==> src/design/hrp_pkg.sv <==
// Shared types and constants for the H.264 RTP payload packetizer.
package hrp_pkg;

  localparam int unsigned SizeBitsDefault = 24;
  localparam int unsigned QueueDepth      = 4;
  localparam int unsigned MaxEvents       = 6;

  localparam logic [15:0] MtuReset   = 16'd1400;
  localparam logic [6:0]  PtReset    = 7'd96;

  localparam logic [1:0] CfgMtu = 2'd0;
  localparam logic [1:0] CfgAgg = 2'd1;
  localparam logic [1:0] CfgPt  = 2'd2;

  localparam logic [1:0] KindByte  = 2'd0;
  localparam logic [1:0] KindStart = 2'd1;
  localparam logic [1:0] KindEnd   = 2'd2;

  localparam logic [7:0] TypeMask = 8'h1F;
  localparam logic [7:0] NriMask  = 8'hE0;
  localparam logic [7:0] StapType = 8'd24;
  localparam logic [7:0] FuType   = 8'd28;
  localparam logic [7:0] FuStart  = 8'h80;
  localparam logic [7:0] FuEnd    = 8'h40;

  // One result word as seen on the output channel.
  typedef struct packed {
    logic [1:0]  kind;
    logic [7:0]  payload_byte;
    logic        marker;
    logic [15:0] sequence_res;
    logic [31:0] timestamp_out;
    logic [6:0]  payload_type_out;
    logic        disposable;
    logic        last;
  } res_t;

  // One planned event inside a job; sequence and fields filled at issue.
  typedef struct packed {
    logic [1:0] kind;
    logic [7:0] byte_val;
    logic       flag;   // marker on end, unused otherwise
    logic       disp;
  } evt_t;

  // Work for the back end: up to six events from one input word.
  typedef struct packed {
    evt_t [MaxEvents-1:0] evt;
    logic [2:0]           count;
    logic [31:0]          ts;
    logic [6:0]           pt;
  } job_t;

endpackage

==> src/design/hrp_queue.sv <==
// Short FIFO of jobs between the front and back ends.
module hrp_queue import hrp_pkg::*; #(
  parameter int unsigned Depth = QueueDepth
) (
  input  logic clk_i,
  input  logic rst_ni,
  input  logic wr_valid_i,
  output logic wr_ready_o,
  input  job_t wr_data_i,
  output logic rd_valid_o,
  input  logic rd_ready_i,
  output job_t rd_data_o
);

  localparam int unsigned AW = (Depth > 1) ? $clog2(Depth) : 1;

  job_t            mem_q [Depth];
  logic [AW-1:0]   wp_q, rp_q;
  logic [AW:0]     cnt_q;
  logic            wr, rd;

  assign wr_ready_o = cnt_q != (AW+1)'(Depth);
  assign rd_valid_o = cnt_q != '0;
  assign rd_data_o  = mem_q[rp_q];
  assign wr = wr_valid_i && wr_ready_o;
  assign rd = rd_valid_o && rd_ready_i;

  always_ff @(posedge clk_i) begin
    if (wr) mem_q[wp_q] <= wr_data_i;
  end

  always_ff @(posedge clk_i or negedge rst_ni) begin
    if (!rst_ni) begin
      wp_q <= '0; rp_q <= '0; cnt_q <= '0;
    end else begin
      if (wr) wp_q <= (wp_q == AW'(Depth - 1)) ? '0 : wp_q + AW'(1);
      if (rd) rp_q <= (rp_q == AW'(Depth - 1)) ? '0 : rp_q + AW'(1);
      cnt_q <= cnt_q + (AW+1)'(wr) - (AW+1)'(rd);
    end
  end

  a_no_overflow: assert property (@(posedge clk_i) disable iff (!rst_ni)
    cnt_q <= (AW+1)'(Depth))
    else $error("queue count out of range");
  a_cnt_step: assert property (@(posedge clk_i) disable iff (!rst_ni)
    wr && !rd |=> cnt_q == $past(cnt_q) + (AW+1)'(1))
    else $error("queue count did not advance");
  a_cnt_drop: assert property (@(posedge clk_i) disable iff (!rst_ni)
    rd && !wr |=> cnt_q == $past(cnt_q) - (AW+1)'(1))
    else $error("queue count did not drop");

endmodule

==> config.mk <==
export PLATFORM = sky130hd
export DESIGN_NAME = hrp_queue
export DESIGN_NICKNAME = d
export VERILOG_FILES = /design/src/design/hrp_pkg.sv /design/src/design/hrp_queue.sv
export SDC_FILE = /design/constraint.sdc
export NUM_CORES = 1
export LEC_CHECK = 0
export BUFFER_PORTS_ARGS = -buffer_cell sky130_fd_sc_hd__clkbuf_2
export CORE_MARGIN = 1.5
export CORE_UTILIZATION = 27
export CTS_CLUSTER_SIZE = 40
export DETAILED_ROUTE_END_ITERATION = 8
export GPL_TIMING_DRIVEN = 1
export PLACE_DENSITY = 0.54
export SYNTH_ARGS = -nofsm -noshare
export SYNTH_HDL_FRONTEND = slang
export SYNTH_SLANG_ARGS = --single-unit
==> constraint.sdc <==
create_clock -name clk_i -period 6.4 [get_ports clk_i]
set_input_delay 0.32 -clock clk_i [delete_from_list [all_inputs] [get_ports clk_i]]
set_output_delay 0.32 -clock clk_i [all_outputs]
set_load 0.01 [all_outputs]
==> results of run 1 <==
[what timing repair did]
item | CTS | global route
setup endpoints to repair | 0 | 0
hold buffers | 115 | 0
gates resized for setup | 0 | 0
endpoints found under the hold margin | 463 | 0
[cell families (layout without fill, tap and decap cells)]
family,Yosys count,count (layout),synth area share [%]
adder cells (fa/ha/maj),8,8,0.638
buffers and inverters,33,457,1.13
multiplexers,118,118,15.5
XOR/XNOR,2,2,0.104
AND/OR/NAND/NOR,10,10,0.408
flip-flops,463,463,82.2
[state kept, by name (all words and copies together) (netlist names)]
signal / count
wp_q: 2
cnt_q: 3
mem_q: 456
rp_q: 2
[layout make-up]
class / instances / area share (%)
clock buffers: 66 / 6.32
well taps: 837 / 4.81
inverters: 7 / 0.121
clock inverters: 25 / 0.954
flip-flops and latches: 463 / 63.7
multi-input cells: 138 / 13.0
repair buffers: 359 / 11.1
[path summary, 6_finish.rpt]
path	endpoint	cells after the start	slack, ns	from
max in group asynchronous	rp_q[1]	2	6.07	rst_ni
worst min-delay path	cnt_q[2]	2	0.12	rst_ni
worst max-delay path	rd_data_o[59]	3	3.08	rp_q[0]
worst max register to register	cnt_q[2]	10	3.93	cnt_q[1]
min in group clk_i	rp_q[0]	3	0.22	rd_ready_i
worst min register to register	cnt_q[2]	1	0.49	cnt_q[2]
[power by group]
| group | switching (mW) | total [mW] | internal, mW |
|---|---|---|---|
| Clock | 1.14 | 2.78 | 1.63 |
| Combinational | 1.45 | 2.68 | 1.23 |
| Sequential | 0.244 | 4.25 | 4.01 |
| Total | 2.84 | 9.70 | 6.87 |
[critical path, stage by stage, from the launching register on]
cell and delay, ns:
dfrtp_4 0.98, buf_12 0.60, mux4_2 0.61, clkbuf_2 0.15
[cells in the final DEF (no fill, tap or decap), drive strengths merged, types with 2 or more instances in the layout]
cell,n
dlygate4sd3,115
buf,11
bufinv,3
clkbuf,299
inv,9
mux4,114
ha,7
clkinvlp,3
and3,4
nor2,2
clkinv,17
mux2,4
xnor2,2
edfxtp,456
dfrtp,7
[layer usage]
| metal | vias up | part of all wire (%) | wire [um] | global-route usage, % |
|---|---|---|---|---|
| li1 | 3525 | - | - | - |
| met1 | 4154 | 43 | 15500 | 14.3 |
| met2 | 172 | 48 | 17300 | 18.5 |
| met3 | 62 | 5.8 | 2080 | 3.21 |
| met4 | 2 | 2.4 | 855 | 3.71 |
| met5 | - | 0.031 | 11 | 0 |
[per-stage QoR]
| step | util (%) | instances | setup WS, ns | power, mW | hold WS (ns) |
|---|---|---|---|---|---|
| 2_1_floorplan | - | 634 | 3.87 | 5.96 | 0.0244 |
| 3_3_place_gp | 30.9 | 1689 | 3.49 | 7.03 | 0.182 |
| 3_5_place_dp | 30.9 | 1689 | 3.50 | 7.07 | 0.181 |
| 4_1_cts | 35.3 | 1895 | 2.87 | 9.95 | 0.0869 |
| 5_1_grt | 35.3 | 1895 | 2.78 | 10.2 | 0.102 |
| 6_report | 35.3 | 1895 | 3.08 | 9.70 | 0.122 |
==> results.json, run 1 <==
{
  "rows": 91,
  "via_per_inst": 4.18,
  "numClockSinks": 463,
  "antenna_found_initial": 2,
  "yosysUniqueCellTypes": 19,
  "cp-start-kind": "flip-flop",
  "vias": 7915,
  "worst_slew_pin_slew_ns": 0.887,
  "cts_made_buffers": 51,
  "cp_max_fo": 76,
  "vdd_drop_max_v": 0.000264,
  "syn-num-nets": 760,
  "fp.dieArea_um2": 64000,
  "grt_max_degree": 77,
  "netlist_area_um2": 16900,
  "first_iter_violations": 410,
  "p_leak_nw": 7.40,
  "period_needed_ns": 3.32,
  "die_h_um": 253,
  "synth_most_common_cell": "edfxtp_1",
  "end_kind": "output pin",
  "path_clk_slew_ns": 0.06,
  "p_per_area_nw_per_um2": 446,
  "ys_top_cells_by_area": "edfxtp_1, mux4_2, dfrtp_1",
  "fillers": 5815,
  "drv_slew": 0,
  "period_share_pct": 51.9,
  "grt_pass1_wl_um": 53600,
  "synthFlopType": "edfxtp_1",
  "final-seq-area_um2": 13900,
  "cts_setup_buffers": 0,
  "grt_usage_pct": 11.3,
  "grt_overflow": 0,
  "critPathKind": "flip-flop to output pin",
  "run_status": "complete, no violations",
  "cp.arrival_ns": 3.00,
  "port_buffers": 233,
  "final_nets": 1146,
  "die_w_um": 253,
  "required_ns": 6.08,
  "hpwlAfterDp_um": 20300,
  "antenna_left": 0,
  "ys_top_cells_by_count": "edfxtp_1, mux4_2, buf_2",
  "root_buffer": "clkbuf_16",
  "place_area_um2": 19000,
  "ys_seq_area_share_pct": 82.2,
  "synth_edf_count": 456,
  "num_antenna_cells": 0,
  "relSlewSlack_pct": 40.9,
  "drv_cap": 0,
  "hold_viol_final": 0,
  "area_growth_pct": 29.0,
  "remaining_drc_errors": 0,
  "ys_warn_count": 0,
  "synth_cells": 634,
  "firstDrtPassIters": 4,
  "insertion_delay_ns": 0.57,
  "fin_skew_ns": 0.00692,
  "drive_gt1_share_pct": 41.4,
  "h-tree-depth": 2,
  "grt_pass1_vias": 8774,
  "hold_class": "input pin to asynchronous set/reset pin",
  "tns_ns": 0,
  "clockBufferDepth": 3,
  "place_congestion": 0.657,
  "yosys.area.top_type_share_pct": 81.2,
  "post_drt_wl_per_cell_um": 18.9,
  "finalSetupViolCount": 0,
  "io_pins": 234,
  "ys_ff_latch": 463,
  "yosysTopAreaCell": "edfxtp_1",
  "tritoncts": "done",
  "core_um2": 61700,
  "initial_core_util_pct": 27.3,
  "async_flop_share_pct": 1.51,
  "routed_wl_um": 35800,
  "grt_setup_unrepaired": "false",
  "final_area_um2": 21800,
  "avgSynthCellArea_um2": 26.6,
  "fmax_mhz": 301,
  "multiInputGateArea_um2": 2830
}
Note: power is estimated with default switching activity, not from simulation.
==> run 2: changes to the inputs <==
--- a/config.mk
+++ b/config.mk
@@ -11,7 +11,7 @@
 export CTS_CLUSTER_SIZE = 40
 export DETAILED_ROUTE_END_ITERATION = 8
 export GPL_TIMING_DRIVEN = 1
-export PLACE_DENSITY = 0.54
+export PLACE_DENSITY = 0.55
 export SYNTH_ARGS = -nofsm -noshare
 export SYNTH_HDL_FRONTEND = slang
 export SYNTH_SLANG_ARGS = --single-unit
==> constraint.sdc (replaced) <==
create_clock -name clk_i -period 3 [get_ports clk_i]
set_input_delay 0.15 -clock clk_i [delete_from_list [all_inputs] [get_ports clk_i]]
set_output_delay 0.15 -clock clk_i [all_outputs]
set_load 0.01 [all_outputs]
==> run 2 against run 1 <==
  * Sequential cell count did not move
  * First-iteration DRC count shrank 6.8%
  * Clock-buffer cell count fell by 3
  * Register-to-register slack got worse by 3.3 ns
  * Via count up 1.2%
  * Global-route usage about the same
  * Die area did not move
  * Wire length is 0.41% higher
  * Worst hold slack got worse by 0.041 ns
  * Clock power grew 100%
  * Final area grew 1.0%
  * Critical path type unchanged
  * Largest power group unchanged
==> results.json, run 2 (synthesis results as in run 1) <==
{
  "io_pins": 234,
  "power_mw": 20.8,
  "drv_cap": 0,
  "cp.arrival_ns": 2.44,
  "critPathKind": "flip-flop to output pin",
  "final_area_um2": 22000,
  "grt_overflow": 0,
  "p_clk_share_pct": 27.3,
  "place_ws_ns": 0.612,
  "rows": 91,
  "switchingPower_mw": 6.11,
  "antenna_left": 0,
  "layout_commonest_cell": "edfxtp_1",
  "required_ns": 2.85,
  "area_growth_pct": 30.4,
  "post_drt_wl_per_cell_um": 18.8,
  "largest_reg_flops": 456,
  "p_per_area_nw_per_um2": 945,
  "tns_ns": 0,
  "finalSetupViolCount": 0,
  "drive_gt1_share_pct": 42.1,
  "remaining_drc_errors": 0,
  "end_kind": "output pin",
  "cp_max_fo": 33,
  "p_int_mw": 14.7,
  "fillers": 5791,
  "cts_setup_buffers": 0,
  "period_share_pct": 86.3,
  "routed_wl_um": 35900,
  "hold_class": "input pin to flip-flop",
  "h-tree-depth": 2,
  "cts_made_buffers": 49,
  "fin_skew_ns": 0.0182,
  "worst_slew_pin_slew_ns": 0.657,
  "tritoncts": "done",
  "place_area_um2": 19300,
  "antenna_found_initial": 2,
  "numClockSinks": 463,
  "post-route-util_pct": 35.6,
  "grt_setup_unrepaired": "false",
  "grt_pass1_wl_um": 53600,
  "vias": 8010,
  "first_iter_violations": 382,
  "p_comb_share_pct": 29.6,
  "path_clk_slew_ns": 0.06,
  "via_per_inst": 4.19,
  "place_congestion": 0.699,
  "layout_common_cells": "edfxtp_1, clkbuf_2, dlygate4sd3_1",
  "p_leak_nw": 7.50,
  "die_w_um": 253,
  "reg.largest.list": "mem_q (456), cnt_q (3)",
  "setup_ws_ns": 0.411,
  "clockBufferDepth": 3,
  "fmax_mhz": 386,
  "grt_usage_pct": 11.2,
  "cp-start-kind": "flip-flop",
  "fp.dieArea_um2": 64000,
  "hpwlAfterDp_um": 21700,
  "core_um2": 61700,
  "die_h_um": 253,
  "relSlewSlack_pct": 56.2,
  "run_status": "complete, no violations",
  "pwr-share-seq_pct": 43.1,
  "initial_core_util_pct": 27.3,
  "vdd_drop_max_v": 0.000443,
  "insertion_delay_ns": 0.57,
  "firstDrtPassIters": 4,
  "grt_pass1_vias": 8916,
  "final_nets": 1160,
  "hold_viol_final": 0,
  "port_buffers": 233,
  "period_needed_ns": 2.59,
  "root_buffer": "clkbuf_16",
  "sw_frac_of_total_pct": 29.4,
  "drv_slew": 0,
  "top_register": "mem_q",
  "grt_max_degree": 56
}
-- run 2: cell count changes in the layout (fill, tap and decap cells not counted) --
cell           delta
clkinv_2          +1
clkbuf_1          -1
bufinv_16         -1
buf_12           +13
clkinvlp_4        -1
diode_2           +1
dlygate4sd3_1     +2
clkbuf_16         -2
buf_4             +1
inv_6             +2
-- run 2: what timing repair did --
| action | in CTS | in global routing |
|---|---|---|
| hold buffers | 117 | 0 |
| endpoints found under the hold margin | 465 | 0 |
| gates resized for setup | 0 | 0 |
-- run 2: path summary, 6_finish.rpt --
path	start	end	slack, ns	depth (start not counted)
setup / recovery	rp_q[0]	rd_data_o[76]	0.41	3
max in group asynchronous	rst_ni	rp_q[1]	2.15	3
hold reg to reg	cnt_q[2]	cnt_q[2]	0.51	1
min in group asynchronous	rst_ni	wp_q[1]	0.57	3
hold / removal	wr_valid_i	wp_q[1]	0.08	3
setup reg to reg	cnt_q[1]	cnt_q[2]	0.61	10
-- run 2: through the flow --
step	hold slack, ns	cells
6_report	0.0803	1910
5_1_grt	0.0508	1910
4_1_cts	0.0183	1909
3_5_place_dp	0.00175	1703
3_3_place_gp	0.000123	1703
2_1_floorplan	-0.146	634
-- run 2: cell type report --
cell class | instances | area [um^2] | share of cell area [%]
multi-input cells | 138 | 2830 | 12.9
clock inverters | 26 | 193 | 0.876
flip-flops and latches | 463 | 13900 | 63.1
well taps | 837 | 1050 | 4.76
repair buffers | 375 | 2700 | 12.3
diodes | 1 | 2.50 | 0.0114
inverters | 7 | 26.3 | 0.119
clock buffers | 63 | 1320 | 6.01
-- run 2: critical path, cell delays in order, from the launching register on --
cell and delay (ns):
dfrtp_4 0.78, buf_12 0.36, mux4_2 0.56, clkbuf_2 0.14
-- run 2: per-layer routing --
layer  share of wire, %  track usage, %  wire, um  up-vias
li1                   -               -         -     3544
met1                 43            13.9     15300     4211
met2                 49            18.9     17700      191
met3                5.7            3.20      2060       62
met4                2.4            3.56       865        2
met5              0.036               0        13        -
-- run 2: power by group through the flow --
stage | combinational, mW | clock, mW | sequential (mW)
4_1_cts | 6.39 | 5.91 | 8.99
5_1_grt | 6.68 | 6.12 | 9.08
6_report | 6.15 | 5.68 | 8.96
3_5_place_dp | 6.25 | 0 | 9.12
3_3_place_gp | 6.22 | 0 | 9.05
2_1_floorplan | 3.82 | 0 | 8.90
