--- config.mk ---
export PLATFORM = sky130hd
export DESIGN_NAME = hrp_back
export DESIGN_NICKNAME = d
export VERILOG_FILES = /design/src/design/hrp_pkg.sv /design/src/design/hrp_back.sv
export SDC_FILE = /design/constraint.sdc
export NUM_CORES = 1
export LEC_CHECK = 0
export ABC_AREA = 1
export ABC_CLOCK_PERIOD_IN_PS = 4550
export BUFFER_PORTS_ARGS = -buffer_cell sky130_fd_sc_hd__buf_4
export CORE_ASPECT_RATIO = 0.5
export CORE_MARGIN = 8
export CORE_UTILIZATION = 48
export DETAILED_ROUTE_END_ITERATION = 8
export GPL_ROUTABILITY_DRIVEN = 0
export PLACE_DENSITY = 0.86
export SYNTH_ARGS = -nofsm -noshare
export SYNTH_HDL_FRONTEND = slang
export SYNTH_SLANG_ARGS = --single-unit
--- constraint.sdc ---
create_clock -name clk_i -period 4.55 [get_ports clk_i]
set_clock_uncertainty 0.05 [all_clocks]
set_input_delay 0.91 -clock clk_i [delete_from_list [all_inputs] [get_ports clk_i]]
set_output_delay 0.91 -clock clk_i [all_outputs]
set_load 0.01 [all_outputs]
--- src/design/hrp_pkg.sv ---
// Shared types and constants for the H.264 RTP payload packetizer.
package hrp_pkg;

  localparam int unsigned SizeBitsDefault = 24;
  localparam int unsigned QueueDepth      = 4;
  localparam int unsigned MaxEvents       = 6;

  localparam logic [15:0] MtuReset   = 16'd1400;
  localparam logic [6:0]  PtReset    = 7'd96;

  localparam logic [1:0] CfgMtu = 2'd0;
  localparam logic [1:0] CfgAgg = 2'd1;
  localparam logic [1:0] CfgPt  = 2'd2;

  localparam logic [1:0] KindByte  = 2'd0;
  localparam logic [1:0] KindStart = 2'd1;
  localparam logic [1:0] KindEnd   = 2'd2;

  localparam logic [7:0] TypeMask = 8'h1F;
  localparam logic [7:0] NriMask  = 8'hE0;
  localparam logic [7:0] StapType = 8'd24;
  localparam logic [7:0] FuType   = 8'd28;
  localparam logic [7:0] FuStart  = 8'h80;
  localparam logic [7:0] FuEnd    = 8'h40;

  // One result word as seen on the output channel.
  typedef struct packed {
    logic [1:0]  kind;
    logic [7:0]  payload_byte;
    logic        marker;
    logic [15:0] sequence_res;
    logic [31:0] timestamp_out;
    logic [6:0]  payload_type_out;
    logic        disposable;
    logic        last;
  } res_t;

  // One planned event inside a job; sequence and fields filled at issue.
  typedef struct packed {
    logic [1:0] kind;
    logic [7:0] byte_val;
    logic       flag;   // marker on end, unused otherwise
    logic       disp;
  } evt_t;

  // Work for the back end: up to six events from one input word.
  typedef struct packed {
    evt_t [MaxEvents-1:0] evt;
    logic [2:0]           count;
    logic [31:0]          ts;
    logic [6:0]           pt;
  } job_t;

endpackage

--- src/design/hrp_back.sv ---
// Back end: plays each job out word by word, numbering packet starts.
module hrp_back import hrp_pkg::*; (
  input  logic clk_i,
  input  logic rst_ni,
  input  logic job_valid_i,
  output logic job_ready_o,
  input  job_t job_i,
  output logic out_valid_o,
  input  logic out_ready_i,
  output res_t out_o
);

  logic [2:0]  idx_q, idx_d;
  logic [15:0] seq_q, seq_d;
  logic        ov_q;
  res_t        ob_q;
  logic        load, issue;
  evt_t        e;
  res_t        r;

  assign out_valid_o = ov_q;
  assign out_o       = ob_q;
  assign load        = !ov_q || out_ready_i;
  // Empty jobs retire without a word.
  assign issue       = job_valid_i && load && job_i.count != 3'd0;
  assign e           = job_i.evt[idx_q];

  always_comb begin
    r = '0;
    seq_d = seq_q;
    r.kind = e.kind;
    case (e.kind)
      KindByte:  r.payload_byte = e.byte_val;
      KindStart: begin
        seq_d = seq_q + 16'd1;
        r.sequence_res = seq_d;
        r.timestamp_out = job_i.ts;
        r.payload_type_out = job_i.pt;
      end
      KindEnd: begin
        r.marker = e.flag;
        r.disposable = e.disp;
      end
      default: ;
    endcase
    r.last = (idx_q + 3'd1) == job_i.count;
    idx_d = r.last ? 3'd0 : idx_q + 3'd1;
  end

  assign job_ready_o = job_valid_i && load && (job_i.count == 3'd0 || r.last);

  always_ff @(posedge clk_i) begin
    if (issue) ob_q <= r;
  end

  always_ff @(posedge clk_i or negedge rst_ni) begin
    if (!rst_ni) begin
      idx_q <= '0; seq_q <= '0; ov_q <= 1'b0;
    end else begin
      if (load) ov_q <= issue;
      if (issue) begin
        idx_q <= idx_d;
        seq_q <= seq_d;
      end
    end
  end

  a_idx_range: assert property (@(posedge clk_i) disable iff (!rst_ni)
    job_valid_i |-> idx_q < job_i.count || job_i.count == 3'd0)
    else $error("event index past job end");
  a_seq_step: assert property (@(posedge clk_i) disable iff (!rst_ni)
    issue && e.kind == KindStart |=> seq_q == $past(seq_q) + 16'd1)
    else $error("sequence number did not advance");
  a_hold: assert property (@(posedge clk_i) disable iff (!rst_ni)
    ov_q && !out_ready_i |=> ov_q && $stable(ob_q))
    else $error("output word changed while stalled");

endmodule

==> results.cfg, run 1 <==
[run_status]
status = complete, no violations

[timing]
maxSlewViolCount = 0
hold_viol = 0
max-slew-margin-rel = 0.3577
finalSetupViolCount = 0
period_share = 0.7238
max_freq_mhz = 303.7
hold_slack_ns = 0.4069
rsz0062_at_grt = false
period_needed_ns = 3.293
worst-slew-pin-transition_ns = 0.9624
tns_ns = 0

[setup_path]
critPathMaxStageDelay_ns = 0.66
startpoint_type = flop
critPathRequiredTime_ns = 3.59
worst_setup_path_end_kind = primary output
crit_fanout = 22
critPathKind = reg -> out
path_cells = buf_4 -> ha_1 -> nand2_1 -> nand2_1 -> xor2_1 -> nand3_1 -> a21oi_1 -> buf_4
cp.arrival_ns = 2.33
cp_slowest_cell = dfrtp_1

[die]
die_x_um = 152.5
die_y_um = 84.24
die_area_mm2 = 0.01284
ios = 188
start_util = 0.4828
core_area_mm2 = 0.009259
num_rows = 25

[placement]
hpwlAfterDp_mm = 9.047
portBuffers = 187

[cts]
cts_tree = built
cts_buffers = 9
cts.sinks = 88
post-cts-setup-buffers = 0
cts_max_level = 3
cts_buffer_depth = 2
clk_latency_ns = 0.33
clk_pin_slew_ns = 0.06
hold_buffers = 0
cts.repair.resized = 0
cts_root_buf = clkbuf_16

[global_routing]
overflow = 0
grt_pass1_vias = 3934
grt_pass1_wl_mm = 19.55
grt_usage = 0.1845
grt_max_degree = 56
antenna_found_initial = 0

[synthesis]
ys_seq_elements = 88
synth_seq_area_share = 0.5687
synth_area_mm2 = 0.004471
syn_avg_cell_area_um2 = 8.800
synth_warnings = 0
syn_inst = 508
syn-num-nets = 628
synth_cell_types = 28

[drt]
drc = 0
drt_iter0_markers = 436
first_pass_iters = 5
num_vias = 4087
vias_per_cell = 5.027
wire_per_inst_um = 15.05
final_antenna_net_count = 0
wl_mm = 12.23

[finish]
diodes = 0
nNetsFinal = 807
drive_gt1_frac = 0.3150
synthToLayoutAreaGrowth_pct = 39.13

[power_and_ir_drop]
p_comb_frac = 0.401
p_sw_frac = 0.3762
p_sw_mw = 1.198
irDropWorstVdd_uv = 346.1
p_int_mw = 1.986
p_leak_nw = 2.973
p_per_area_mw_per_mm2 = 512.0
pwr-share-clk = 0.229
seq_power_share = 0.371

[min_path]
hold_class = in -> async

[job]
maxCapViolCount = 0
cell usage after synthesis:
master | number | share of area
o22ai_1 | 10 | 0.014
buf_4 | 2 | 0.0034
buf_1 | 1 | 0.00084
inv_2 | 2 | 0.0017
nand4_1 | 22 | 0.031
nand2_4 | 2 | 0.0050
edfxtp_1 | 68 | 0.46
nand3b_1 | 1 | 0.0017
inv_1 | 75 | 0.063
o21ai_2 | 1 | 0.0020
a21oi_1 | 16 | 0.018
clkbuf_1 | 10 | 0.0084
nand2_1 | 78 | 0.065
ha_1 | 2 | 0.0056
buf_2 | 4 | 0.0045
a31oi_1 | 1 | 0.0014
buf_6 | 6 | 0.015
nand3_2 | 2 | 0.0045
nor2_1 | 116 | 0.097
xnor2_1 | 3 | 0.0059
nand3_1 | 17 | 0.019
xor2_1 | 6 | 0.012
nand2_2 | 1 | 0.0014
nor2_2 | 1 | 0.0014
a21oi_2 | 4 | 0.0078
o21ai_1 | 2 | 0.0022
o21ai_0 | 35 | 0.039
dfrtp_1 | 20 | 0.11
cell families (layout without fill, tap and decap cells):
group | Yosys count | count (layout) | synth area share
flops | 88 | 88 | 0.5687
compound gates | 69 | 69 | 0.08452
fa+ha+maj | 2 | 2 | 0.005597
buf+inv | 100 | 284 | 0.09684
xor+xnor | 9 | 9 | 0.01763
simple gates | 240 | 240 | 0.2267
power groups by stage:
stage                     logic [mW]  registers (mW)  clock network, mW
after detailed placement        1.27            1.20                  0
after global placement          1.23            1.19                  0
final                           1.28            1.18              0.729
after floorplan                0.862            1.23                  0
after global routing            1.41            1.20              0.769
after CTS                       1.28            1.18              0.735
layout make-up:
cell class                      instances  area [um2]
Fill cell                             710        3039
Multi-Input combinational cell        320        1510
Sequential cell                        88        2542
Clock buffer                           13       250.2
Tap cell                              121       151.4
Timing Repair Buffer                  191        1434
Clock inverter                          3       42.54
Inverter                               77       289.0
layout by cell type (no fill, tap or decap), types with 16 or more instances in the layout:
| cell | instances |
|---|---|
| o21ai_0 | 35 |
| nand2_1 | 78 |
| edfxtp_1 | 68 |
| inv_1 | 75 |
| nand3_1 | 17 |
| dfrtp_1 | 20 |
| nor2_1 | 116 |
| buf_4 | 191 |
| a21oi_1 | 16 |
| nand4_1 | 22 |
state kept, by name, indices dropped and copies added, names as in the netlist:
name         flops
out_o           68
idx_q            3
out_valid_o      1
seq_q           16
worst max-delay path, delay by kind of cell, from the launching register on:
| family | cells | cell delay (ns) |
|---|---|---|
| AOI/OAI and AO/OA | 1 | 0.17 |
| buffers and inverters | 2 | 0.48 |
| adders and majority gates | 1 | 0.21 |
| xor gates and xnor gates | 1 | 0.15 |
| DFF | 1 | 0.66 |
| and+or+nand+nor | 3 | 0.34 |
through the flow:
step	utilization	std cells	power (mW)	setup slack, ns	area [um2]
after floorplan	-	508	2.094	0.6500	4471
after global placement	0.6401	797	2.419	1.713	5927
after detailed placement	0.6401	797	2.467	1.619	5927
after CTS	0.6718	813	3.193	1.264	6220
after global routing	0.6718	813	3.372	1.053	6220
final	0.6718	813	3.184	1.257	6220
path summary, 6_finish.rpt:
check	startpoint	endpoint	slack [ns]	cells past startpoint
max in group asynchronous	rst_ni	seq_q[9]$_DFFE_PN0P_	3.82	1
min in group clk_i	seq_q[15]$_DFFE_PN0P_	seq_q[15]$_DFFE_PN0P_	0.47	2
worst min-delay path	rst_ni	seq_q[11]$_DFFE_PN0P_	0.41	1
worst max register to register	idx_q[0]$_DFFE_PN0P_	out_o[52]$_SDFFCE_PP0P_	1.61	8
worst max-delay path	idx_q[0]$_DFFE_PN0P_	job_ready_o	1.26	8
worst min register to register	seq_q[15]$_DFFE_PN0P_	seq_q[15]$_DFFE_PN0P_	0.47	2
layer usage:
metal | wire length, um | track usage | vias up
met2 | 6028 | 0.3218 | 179
met1 | 5095 | 0.2191 | 1875
met5 | 0 | 0 | -
met4 | 274 | 0.05704 | 0
li1 | - | - | 2011
met3 | 833 | 0.05225 | 22
Note: power is estimated with default switching activity, not from simulation.
==> run 2: changes to the inputs <==
- ABC_CLOCK_PERIOD_IN_PS: 4550 -> 3000
- CORE_UTILIZATION: 48 -> 44
- PLACE_DENSITY: 0.86 -> 0.83
- clock period: 4.55 -> 3 ns (I/O delays scaled with it)
==> results.cfg, run 2 (synthesized netlist as in run 1, its figures left out) <==
[timing]
hold_viol = 0
rsz0062_at_grt = false
worst-slew-pin-transition_ns = 0.7293
period_needed_ns = 2.662
max_freq_mhz = 375.7
maxSlewViolCount = 0
finalSetupViolCount = 0
tns_ns = 0
max-slew-margin-rel = 0.5138
period_share = 0.8873

[finish]
layout_commonest_cell = buf_4
synthToLayoutAreaGrowth_pct = 39.69
stdcell_area_mm2 = 0.006245
final_util = 0.6212
drive_gt1_frac = 0.3160
nNetsFinal = 809
final_cells = 833
fill_cells = 851
largest_reg_flops = 68
diodes = 0
layout_common_cells = 191 x buf_4, 116 x nor2_1, 78 x nand2_1, 75 x inv_1, 68 x edfxtp_1

[drt]
drt_iter0_markers = 341
wire_per_inst_um = 14.11
vias_per_cell = 4.824
num_vias = 4018
wl_mm = 11.76
first_pass_iters = 5
final_antenna_net_count = 0
drc = 0

[cts]
cts_buffers = 9
clk_pin_slew_ns = 0.06
hold_buffers = 0
post-cts-setup-buffers = 0
cts_buffer_depth = 2
cts_root_buf = clkbuf_16
clk_latency_ns = 0.33
cts.sinks = 88
cts.repair.resized = 0
cts_tree = built
cts_max_level = 3

[setup_path]
r2r_setup_slack_ns = 0.65
path_delay_family = flip-flops
rr_endpoint = out_o[34]$_SDFFCE_PP0P_
cp_slowest_cell = dfrtp_1
cp.arrival_ns = 2.01
worst_setup_path_end_kind = primary output
startpoint_type = flop
crit_fanout = 15
critPathKind = reg -> out
rr_worst_depth = 8
path_cells = ha_1 -> inv_1 -> nand2_1 -> nand2_1 -> xor2_1 -> nand3_1 -> a21oi_1 -> buf_4
critPathRequiredTime_ns = 2.35
critPathMaxStageDelay_ns = 0.63
r2r_start = idx_q[0]$_DFFE_PN0P_
worst-path-buf-inv = 2
crit_top_cell = nand2_1

[die]
die_x_um = 158.6
die_y_um = 87.28
num_rows = 26
die_area_mm2 = 0.01384
ios = 188
start_util = 0.4447
core_area_mm2 = 0.01005

[min_path]
hold_class = in -> async

[placement]
portBuffers = 187
place_area_mm2 = 0.005991
hpwlAfterDp_mm = 8.974
dp.cells = 818

[power_and_ir_drop]
p_leak_nw = 2.974
p_per_area_mw_per_mm2 = 749.2
irDropWorstVdd_uv = 409.9
report.power.total_mw = 4.678

[run_status]
status = complete, no violations

[global_routing]
overflow = 0
grt_usage = 0.1671
antenna_found_initial = 0
grt_pass1_vias = 3856
grt_pass1_wl_mm = 18.51
grt_max_degree = 56

[job]
maxCapViolCount = 0
-- run 2: cell types whose count changed in the layout (fill, tap and decap cells not counted), sizes merged --
cell,before,now
clkinv,1,4
buf,191,193
bufinv,1,0
clkbuf,13,10
-- run 2: metal layers --
layer / vias to the layer above / part of all wire / GRT usage
li1: 2015 / - / -
met1: 1836 / 0.39 / 0.1855
met2: 150 / 0.52 / 0.3132
met3: 17 / 0.081 / 0.04158
met4: 0 / 0.011 / 0.04503
met5: - / 0 / 0
-- run 2: per-stage QoR --
step                      hold slack, ns  setup slack (ns)
after floorplan                   0.2544            0.4805
after global routing              0.1105           0.06428
after detailed placement          0.4413            0.6296
after CTS                         0.1005            0.3089
final                             0.1033            0.3381
after global placement            0.4292            0.7134
-- run 2: layout make-up --
cell class | instances | area [um2] | area share
tap | 140 | 175.2 | 0.02805
multi-input combinational | 320 | 1510 | 0.2418
inverter | 77 | 289.0 | 0.04628
sequential | 88 | 2542 | 0.4071
clock buffer | 10 | 229.0 | 0.03667
timing repair buffer | 193 | 1474 | 0.2360
clock inverter | 5 | 25.02 | 0.004007
-- run 2: worst max path at each step --
stage | slack, ns | from | cells past startpoint | end
global route | 0.06 | idx_q[1]$_DFFE_PN0P_ | 8 | job_ready_o
global placement | 0.71 | idx_q[1]$_DFFE_PN0P_ | 8 | job_ready_o
CTS | 0.31 | idx_q[1]$_DFFE_PN0P_ | 8 | job_ready_o
floorplan | 0.48 | out_ready_i | 3 | out_o[0]$_DFFE_PP_
detailed placement | 0.63 | idx_q[0]$_DFFE_PN0P_ | 8 | out_o[34]$_SDFFCE_PP0P_
finish | 0.34 | idx_q[1]$_DFFE_PN0P_ | 8 | job_ready_o
-- run 2: power by group --
group	switching [mW]	total (mW)	internal [mW]
sequential	0.110	1.77	1.66
clock	0.421	0.968	0.547
combinational	1.24	1.94	0.702
total	1.77	4.68	2.91
==> run 3: changes to the inputs <==
- CORE_ASPECT_RATIO: 0.5 -> unset
==> results.cfg, run 3 (synthesized netlist as in run 1, its figures left out) <==
[run_status]
status = complete, no violations

[drt]
wl_mm = 11.86
final_antenna_net_count = 0
drt_iter0_markers = 293
first_pass_iters = 5
drc = 0
vias_per_cell = 4.877
wire_per_inst_um = 14.32
num_vias = 4038

[cts]
cts_buffers = 9
clk_pin_slew_ns = 0.09
cts_max_level = 3
hold_buffers = 0
cts.sinks = 88
clk_latency_ns = 0.36
cts_buffer_depth = 2
post-cts-setup-buffers = 0
cts.repair.resized = 0
cts_tree = built
cts_root_buf = clkbuf_8

[placement]
dp.cells = 812
place_area_mm2 = 0.005958
dp_slack_ns = 0.08849
portBuffers = 187
hpwlAfterDp_mm = 9.048

[finish]
layout_commonest_cell = buf_4
stdcell_area_mm2 = 0.006166
drive_gt1_frac = 0.3179
synthToLayoutAreaGrowth_pct = 37.92
final_cells = 828
diodes = 0
nNetsFinal = 807
largest_reg_flops = 68
layout_common_cells = 189 x buf_4, 116 x nor2_1, 78 x nand2_1, 75 x inv_1, 68 x edfxtp_1

[die]
die_y_um = 116.8
num_rows = 37
ios = 188
die_x_um = 116.8
start_util = 0.4430
die_area_mm2 = 0.01364
core_area_mm2 = 0.01009

[power_and_ir_drop]
irDropWorstVdd_uv = 515.8
p_leak_nw = 2.925
p_per_area_mw_per_mm2 = 731.7

[setup_path]
startpoint_type = flop
cp.arrival_ns = 2.07
critPathLaunch = idx_q[0]$_DFFE_PN0P_
crit_fanout = 38
r2r_start = idx_q[1]$_DFFE_PN0P_
critPathKind = reg -> out
worst_setup_path_end_kind = primary output
critPathRequiredTime_ns = 2.35

[job]
maxCapViolCount = 0

[timing]
tns_ns = 0
period_share = 0.9067
hold_viol = 0
period_needed_ns = 2.720
max_freq_mhz = 367.6
maxSlewViolCount = 0
finalSetupViolCount = 0
rsz0062_at_grt = false
max-slew-margin-rel = 0.5644
worst-slew-pin-transition_ns = 0.6519
fin_ws_ns = 0.2800

[global_routing]
grt_pass1_vias = 4068
grt_max_degree = 76
grt_usage = 0.1729
grt_pass1_wl_mm = 18.52
antenna_found_initial = 0
overflow = 0

[min_path]
hold_class = in -> async
==> run 3: cell count changes in the layout (fill, tap and decap cells not counted), moves of 2 or more <==
| cell | delta |
|---|---|
| clkbuf_16 | -9 |
| clkbuf_8 | +9 |
| clkinvlp_4 | +3 |
| buf_4 | -2 |
| clkinv_2 | -2 |
==> run 3: per-stage QoR <==
step,utilization,hold slack [ns],power (mW)
after floorplan,-,0.2544,3.173
after global placement,0.5904,0.4294,3.661
after detailed placement,0.5904,0.4317,3.739
after CTS,0.6098,0.05498,4.535
after global routing,0.6110,0.05474,4.848
final,0.6110,0.05622,4.512
==> run 3: path summary, 6_finish.rpt <==
| check | endpoint | slack, ns | depth (start not counted) |
|---|---|---|---|
| min reg2reg | seq_q[15]$_DFFE_PN0P_ | 0.46 | 2 |
| max | job_ready_o | 0.28 | 9 |
| max in group asynchronous | idx_q[1]$_DFFE_PN0P_ | 2.63 | 1 |
| min | seq_q[8]$_DFFE_PN0P_ | 0.06 | 1 |
| max reg2reg | out_o[50]$_SDFFCE_PP0P_ | 0.48 | 6 |
| min in group clk_i | out_valid_o$_DFFE_PN0N_ | 0.37 | 2 |
==> run 3: area by class of cell <==
type                            instances  area [um2]
Inverter                               77       289.0
Clock inverter                          7       72.57
Clock buffer                            9       123.9
Fill cell                             811        3926
Multi-Input combinational cell        320        1518
Sequential cell                        88        2542
Tap cell                              136       170.2
Timing Repair Buffer                  191        1450
==> run 3: where the power goes <==
group	switching (mW)	total, mW	internal, mW
Clock	0.418	0.800	0.382
Combinational	1.26	1.95	0.694
Sequential	0.106	1.76	1.65
Total	1.78	4.51	2.73
==> run 3: metal layers <==
metal	GRT usage	up-vias	routed length [um]
li1	-	2009	-
met1	0.1986	1819	4643
met2	0.2903	193	5675
met3	0.05747	17	1337
met4	0.07253	0	203
met5	0	-	0
==> run 3: worst max-delay path, stage by stage, from the launching register on <==
cell,delay [ns]
dfrtp_1,0.39
buf_6,0.20
ha_1,0.23
inv_1,0.05
nand2_1,0.04
nand2_1,0.10
xor2_1,0.16
nand3_1,0.19
a21oi_1,0.19
buf_4,0.15
